$ cat config.mk
export PLATFORM = sky130hd
export DESIGN_NAME = crc32_eight_byte_stream_core
export DESIGN_NICKNAME = d
export VERILOG_FILES = /design/src/rtl/crc32e_pkg.sv /design/src/rtl/crc32e_front.sv /design/src/rtl/crc32e_fifo.sv /design/src/rtl/crc32e_back.sv /design/src/rtl/crc32_eight_byte_stream_core.sv
export SDC_FILE = /design/constraint.sdc
export NUM_CORES = 1
export LEC_CHECK = 0
export BUFFER_PORTS_ARGS = -buffer_cell sky130_fd_sc_hd__buf_4
export CAP_MARGIN = 0
export CORE_ASPECT_RATIO = 0.9
export CORE_MARGIN = 2
export CORE_UTILIZATION = 45
export CTS_BUF_LIST = sky130_fd_sc_hd__clkbuf_2 sky130_fd_sc_hd__clkbuf_4 sky130_fd_sc_hd__clkbuf_8
export DETAILED_ROUTE_END_ITERATION = 16
export GPL_TIMING_DRIVEN = 0
export PLACE_DENSITY_LB_ADDON = 0.15
export SLEW_MARGIN = 20
export SYNTH_ARGS = -nofsm -noshare
export SYNTH_HDL_FRONTEND = slang
export SYNTH_HIERARCHICAL = 1
export SYNTH_SLANG_ARGS = --single-unit
$ cat constraint.sdc
create_clock -name i_clk -period 11.3 [get_ports i_clk]
set_input_delay 1.695 -clock i_clk [delete_from_list [all_inputs] [get_ports i_clk]]
set_output_delay 1.695 -clock i_clk [all_outputs]
set_load 0.02 [all_outputs]
$ cat src/rtl/crc32e_pkg.sv
// crc32e_pkg: shared types, constants and the byte fold function for the
// CRC-32 eight byte stream core. No dependencies.

package crc32e_pkg;

    localparam logic [31:0] CRC_POLY    = 32'hEDB8_8320;
    localparam logic [31:0] CRC_ONES    = 32'hFFFF_FFFF;
    localparam int          FIELD_BYTES = 8;

    typedef struct packed {
        logic [63:0] data;
        logic [3:0]  count;
        logic        first;
        logic        last;
    } t_item;

    // One reflected CRC-32 byte step, eight bit shifts.
    function automatic logic [31:0] crc_fold_byte(input logic [31:0] rem,
                                                  input logic [7:0]  data_byte);
        logic [31:0] r;
        r = rem ^ {24'd0, data_byte};
        for (int b = 0; b < 8; b++) begin
            r = r[0] ? ((r >> 1) ^ CRC_POLY) : (r >> 1);
        end
        return r;
    endfunction

endpackage

$ cat src/rtl/crc32e_front.sv
// crc32e_front: input side, saturates the byte count and builds the queue item.
// Depends on crc32e_pkg.

module crc32e_front
    import crc32e_pkg::*;
#(
    parameter int LIMIT = 8
) (
    input  logic        i_valid,
    output logic        o_ready,
    input  logic [63:0] i_data_bytes,
    input  logic [3:0]  i_byte_count,
    input  logic        i_first_item,
    input  logic        i_last_item,
    input  logic        i_q_full,
    output logic        o_q_push,
    output t_item       o_q_item
);

    localparam logic [3:0] LIMIT_CNT = 4'(LIMIT);

    assign o_ready  = !i_q_full;
    assign o_q_push = i_valid && !i_q_full;

    always_comb begin
        o_q_item.data  = i_data_bytes;
        o_q_item.count = (i_byte_count > LIMIT_CNT) ? LIMIT_CNT : i_byte_count;
        o_q_item.first = i_first_item;
        o_q_item.last  = i_last_item;
    end

endmodule

$ cat src/rtl/crc32e_fifo.sv
// crc32e_fifo: two entry item queue between the front and the CRC engine.
// Depends on crc32e_pkg.

module crc32e_fifo
    import crc32e_pkg::*;
(
    input  logic  i_clk,
    input  logic  i_rst_n,
    input  logic  i_push,
    input  t_item i_item,
    output logic  o_full,
    input  logic  i_pop,
    output logic  o_valid,
    output t_item o_item
);

    t_item      r_mem [0:1];
    logic       r_wr_ptr;
    logic       r_rd_ptr;
    logic [1:0] r_count;
    logic [1:0] n_count;

    assign o_full  = (r_count == 2'd2);
    assign o_valid = (r_count != 2'd0);
    assign o_item  = r_mem[r_rd_ptr];

    always_comb begin
        n_count = r_count;
        if (i_push && !i_pop) begin
            n_count = r_count + 2'd1;
        end else if (!i_push && i_pop) begin
            n_count = r_count - 2'd1;
        end
    end

    always_ff @(posedge i_clk) begin
        if (i_push) begin
            r_mem[r_wr_ptr] <= i_item;
        end
    end

    always_ff @(posedge i_clk) begin
        if (!i_rst_n) begin
            r_wr_ptr <= 1'b0;
            r_rd_ptr <= 1'b0;
            r_count  <= 2'd0;
        end else begin
            if (i_push) begin
                r_wr_ptr <= !r_wr_ptr;
            end
            if (i_pop) begin
                r_rd_ptr <= !r_rd_ptr;
            end
            r_count <= n_count;
        end
    end

    a_count_bound: assert property (@(posedge i_clk) disable iff (!i_rst_n)
        r_count <= 2'd2)
        else $error("queue count out of range");

    a_push_grows: assert property (@(posedge i_clk) disable iff (!i_rst_n)
        (i_push && !i_pop) |=> (r_count == $past(r_count) + 2'd1))
        else $error("queue count did not grow on push");

    a_ptr_gap: assert property (@(posedge i_clk) disable iff (!i_rst_n)
        (r_count == 2'd1) |-> (r_wr_ptr != r_rd_ptr))
        else $error("queue pointers disagree with count");

endmodule

$ cat src/rtl/crc32e_back.sv
// crc32e_back: CRC engine, folds up to eight bytes per item into the running
// remainder and holds the result in an output register. Depends on crc32e_pkg.

module crc32e_back
    import crc32e_pkg::*;
(
    input  logic        i_clk,
    input  logic        i_rst_n,
    input  logic        i_q_valid,
    input  t_item       i_q_item,
    output logic        o_q_pop,
    output logic        o_valid,
    input  logic        i_ready,
    output logic [31:0] o_crc_value
);

    logic [31:0] r_rem;
    logic [31:0] n_rem;
    logic [31:0] r_crc;
    logic        r_out_valid;
    logic        out_free;

    assign out_free    = !r_out_valid || i_ready;
    assign o_q_pop     = i_q_valid && (!i_q_item.last || out_free);
    assign o_valid     = r_out_valid;
    assign o_crc_value = r_crc;

    always_comb begin
        n_rem = i_q_item.first ? CRC_ONES : r_rem;
        for (int i = 0; i < FIELD_BYTES; i++) begin
            if (4'(i) < i_q_item.count) begin
                n_rem = crc_fold_byte(n_rem, i_q_item.data[8*i +: 8]);
            end
        end
    end

    always_ff @(posedge i_clk) begin
        if (!i_rst_n) begin
            r_rem       <= CRC_ONES;
            r_out_valid <= 1'b0;
        end else begin
            if (o_q_pop) begin
                r_rem <= n_rem;
            end
            if (o_q_pop && i_q_item.last) begin
                r_out_valid <= 1'b1;
            end else if (i_ready) begin
                r_out_valid <= 1'b0;
            end
        end
    end

    always_ff @(posedge i_clk) begin
        if (o_q_pop && i_q_item.last) begin
            r_crc <= ~n_rem;
        end
    end

    a_last_emits: assert property (@(posedge i_clk) disable iff (!i_rst_n)
        (o_q_pop && i_q_item.last) |=> r_out_valid)
        else $error("last item gave no result");

    a_no_overwrite: assert property (@(posedge i_clk) disable iff (!i_rst_n)
        (r_out_valid && !i_ready) |-> !(o_q_pop && i_q_item.last))
        else $error("pending result overwritten");

    a_count_sat: assert property (@(posedge i_clk) disable iff (!i_rst_n)
        i_q_valid |-> (i_q_item.count <= 4'(FIELD_BYTES)))
        else $error("queued byte count not saturated");

endmodule

$ cat src/rtl/crc32_eight_byte_stream_core.sv
// crc32_eight_byte_stream_core: top level of the streaming CRC-32 core.
// Depends on crc32e_pkg, crc32e_front, crc32e_fifo, crc32e_back.
//
// Reflected CRC-32 (poly 0xEDB88320, init all ones, final inversion) over a
// byte message delivered as items of up to eight little-endian bytes. The core
// takes one item per clock while its queue is not full: the byte fold is a
// combinational XOR network that closes the remainder loop every cycle. An
// accepted item enters a two entry queue and is folded when it is popped from
// the head; a last item's CRC goes from the queue into the output register,
// raises o_valid and waits there. Later items without the last flag keep
// flowing; the next last item waits at the head of the queue until the pending
// CRC is taken. Counts above min(BYTES_PER_ITEM, 8) are saturated.

module crc32_eight_byte_stream_core
    import crc32e_pkg::*;
#(
    parameter int BYTES_PER_ITEM = 8
) (
    input  logic        i_clk,
    input  logic        i_rst_n,
    input  logic        i_valid,
    output logic        o_ready,
    input  logic [63:0] i_data_bytes,
    input  logic [3:0]  i_byte_count,
    input  logic        i_first_item,
    input  logic        i_last_item,
    output logic        o_valid,
    input  logic        i_ready,
    output logic [31:0] o_crc_value
);

    localparam int LIMIT = (BYTES_PER_ITEM < FIELD_BYTES) ? BYTES_PER_ITEM : FIELD_BYTES;

    logic  q_full;
    logic  q_push;
    t_item q_in;
    logic  q_pop;
    logic  q_valid;
    t_item q_out;

    crc32e_front #(
        .LIMIT (LIMIT)
    ) u_front (
        .i_valid      (i_valid),
        .o_ready      (o_ready),
        .i_data_bytes (i_data_bytes),
        .i_byte_count (i_byte_count),
        .i_first_item (i_first_item),
        .i_last_item  (i_last_item),
        .i_q_full     (q_full),
        .o_q_push     (q_push),
        .o_q_item     (q_in)
    );

    crc32e_fifo u_fifo (
        .i_clk   (i_clk),
        .i_rst_n (i_rst_n),
        .i_push  (q_push),
        .i_item  (q_in),
        .o_full  (q_full),
        .i_pop   (q_pop),
        .o_valid (q_valid),
        .o_item  (q_out)
    );

    crc32e_back u_back (
        .i_clk       (i_clk),
        .i_rst_n     (i_rst_n),
        .i_q_valid   (q_valid),
        .i_q_item    (q_out),
        .o_q_pop     (q_pop),
        .o_valid     (o_valid),
        .i_ready     (i_ready),
        .o_crc_value (o_crc_value)
    );

endmodule

==> flow_summary.toml <==
[floorplan]
rows = 75
die-area_mm2 = 0.0494
fp.dieH_um = 211
io_pins = 108
die_w_um = 234
core_mm2 = 0.0468
start_util_pct = 45.8

[cells_and_area]
synthToLayoutAreaGrowth_pct = 16.0
fin_util_pct = 53.2
multi_input_area_mm2 = 0.0153
drive_above_1_share_pct = 23.1
nNetsFinal = 2423
seq_area_mm2 = 0.00593
fill_cells = 4251
n_antenna_cell = 0
stdcell_count = 2992
fin_area_mm2 = 0.0249

[yosys]
ys_ff_latch = 210
synth_nets = 2279
synth_cell_types = 110
synthTopCellsByArea = "edfxtp_1 (24%), xnor2_1 (12%), xnor3_1 (8.7%)"
synth_edf_count = 172
yosys_warnings = 6
avgSynthCellArea_um2 = 9.73
synth_adder_area_share_pct = 0.0583
yosysMostFrequentCell = "xnor2_1"
yosys-top-cells-count = "xnor2_1 (285), nor2_1 (186), edfxtp_1 (172)"
synthMuxAreaShare_pct = 8.33
synth_top_area_share_pct = 24.1
synth_xor_area_share_pct = 29.3
async_flop_share_pct = 0
syn_area_mm2 = 0.0215
yosysTopAreaCell = "edfxtp_1"
synth_compound_area_share_pct = 13.8
syn_inst = 2204
synthFlopType = "edfxtp_1"
synth_seq_area_share_pct = 27.6
synth_simple_gate_area_share_pct = 15.4
synth_top_family_by_area = "XOR/XNOR gates"

[critical_path]
end_kind = "register"
cpPeakStageDelay_ps = 590
r2r_setup_slack_ps = 180
critPathLaunchType = "register"
crit_required_ps = 11760
reg2reg_to = "u_back/r_rem[23]$_SDFFE_PN1P_"
crit_top_cell = "xnor3_1"
critPathSlowestCell = "or4_1"
critical_path_class = "register to register"
arrival_ps = 11580
cp_max_fo = 10
ff2ff_path_depth = 37

[min_path]
hold_path_class = "register to register"
hold_path_depth = 2
min_from = "u_fifo/r_count[1]$_SDFFE_PN0P_"
min_to = "u_fifo/r_count[1]$_SDFFE_PN0P_"

[routing]
drc = 0
vias = 17900
drt_iter0_drc = 1864
viasPerCell = 5.98
postRouteAntennaNets = 0
wl_mm = 70.9
wl_per_cell_um = 23.7
drt-pass1-iter-count = 5

[timing]
slew_viol_final = 0
period_share_pct = 98.4
tightestPinTransition_ps = 1150
fin_setup_tns_ps = 0
slew_headroom_pct = 22.5
finalHoldViolCount = 0
fin_crit_ps = 11120
setup_violations = 0
finalClockSkew_ps = 47.7
clock.fmax_mhz = 89.9
rsz0062_at_grt = "yes"

[place]
numPortBuffers = 41
hpwl_mm = 55.0
gp_congestion = 0.971
place_inst = 2865
placed_area_mm2 = 0.0226

[grt]
grt_pass1_vias = 17100
track_usage_pct = 28.4
grt_max_degree = 44
antenna_found_initial = 0
grt.overflow.total = 0
grt_pass1_wl_mm = 105

[cts]
cts-htree-levels = 2
root_buffer = "clkbuf_8"
cts_tree = "built"
cts_buffers = 36
clkSinkCount = 210
insertion_delay_ps = 610
clockBufferDepth = 3
clkTransAtPathRegs_ps = 60

[flow_run]
max_cap_viol_count = 0

[run_status]
status = "complete, no violations"
worst max-delay path: cells and delay by family (launching register included):
| family | cells | cell delay, ps |
|---|---|---|
| buffers and inverters | 7 | 1410 |
| flip-flops | 1 | 320 |
| AND/OR/NAND/NOR | 7 | 1580 |
| AO/OA/AOI/OAI | 6 | 1770 |
| multiplexers | 4 | 1410 |
| XOR/XNOR | 13 | 4440 |
state kept, by name (all words and copies together), names as in the netlist, named ones only:
register	count
u_fifo/r_count	2
u_fifo/r_wr_ptr	1
u_fifo/r_rd_ptr	1
u_back/r_rem	32
u_back/o_valid	1
u_back/o_crc_value	32
u_fifo/r_mem	140
cells in the final DEF (no fill, tap or decap), types with 14 or more instances in the layout:
master | netlist | layout
o211ai_1 | 39 | 39
clkbuf_1 | 79 | 71
xnor3_1 | 83 | 78
o21ai_1 | 11 | 15
nor2b_1 | 15 | 14
or3_1 | 33 | 33
clkbuf_4 | 0 | 15
and3_1 | 18 | 16
edfxtp_1 | 172 | 172
xnor2_1 | 285 | 268
nand2_1 | 141 | 140
a211oi_1 | 25 | 21
and2_1 | 25 | 24
o21ai_0 | 95 | 89
nor3_1 | 66 | 60
a21oi_1 | 117 | 106
xor2_4 | 3 | 15
nand3_1 | 53 | 52
buf_4 | 71 | 176
xnor2_2 | 8 | 16
mux2_2 | 89 | 89
mux2i_1 | 71 | 59
nor2_1 | 186 | 182
nor4_1 | 20 | 16
inv_1 | 18 | 18
dfxtp_1 | 38 | 38
nand2b_1 | 14 | 14
clkbuf_8 | 0 | 39
xor2_1 | 120 | 111
or2_2 | 14 | 14
buf_2 | 20 | 14
per-stage QoR:
stage / worst slack, ps / hold slack [ps]
final: 181 / 500
after global routing: -119 / 553
after CTS: 0.828 / 504
after detailed placement: -2260 / 493
after global placement: -2110 / 475
after floorplan: 1010 / 456
per-layer routing:
| layer | GRT usage [%] | vias to the layer above | share of wire, % |
|---|---|---|---|
| met5 | 0 | - | 0 |
| met4 | 7.81 | 0 | 2.3 |
| met3 | 4.89 | 105 | 7.8 |
| met2 | 43.5 | 761 | 45 |
| met1 | 41.2 | 8841 | 45 |
| li1 | - | 8184 | - |
how the worst max path moves through the flow:
| stage | from | to | slack, ps | cells after the start |
|---|---|---|---|---|
| CTS | register | u_back/r_rem[23]$_SDFFE_PN1P_ | 0.8 | 37 |
| global placement | register | u_back/r_rem[19]$_SDFFE_PN1P_ | -2110 | 35 |
| floorplan | register | u_back/r_rem[19]$_SDFFE_PN1P_ | 1010 | 37 |
| global route | register | u_back/r_rem[23]$_SDFFE_PN1P_ | -120 | 37 |
| finish | register | u_back/r_rem[23]$_SDFFE_PN1P_ | 180 | 37 |
| detailed placement | register | u_back/r_rem[19]$_SDFFE_PN1P_ | -2260 | 35 |
cells by family (layout without fill, tap and decap cells):
| group | after synthesis | in the layout |
|---|---|---|
| XOR/XNOR | 529 | 530 |
| multiplexers | 164 | 164 |
| AO/OA/AOI/OAI | 435 | 435 |
| flip-flops | 210 | 210 |
| AND/OR/NAND/NOR | 652 | 652 |
| buffers and inverters | 213 | 384 |
| adder cells (fa/ha/maj) | 1 | 1 |
repair_timing:
| item | 4_1_cts | 5_1_grt |
|---|---|---|
| hold buffers | 0 | 0 |
| setup endpoints to repair | 64 | 64 |
| pin swaps | 19 | 22 |
| gates cloned | 1 | 0 |
| gates resized for setup | 88 | 79 |
| setup buffers | 34 | 32 |
layout make-up:
class	instances	share of cell area (%)
plain buffers	189	4.45
repair buffers	111	3.81
clock inverters	15	0.422
well taps	616	3.10
inverters	18	0.271
flip-flops and latches	210	23.8
multi-input cells	1782	61.6
clock buffers	51	2.52
Power is not shown: default switching activity piles up to over one toggle a cycle in this logic, so the estimate is an artifact.
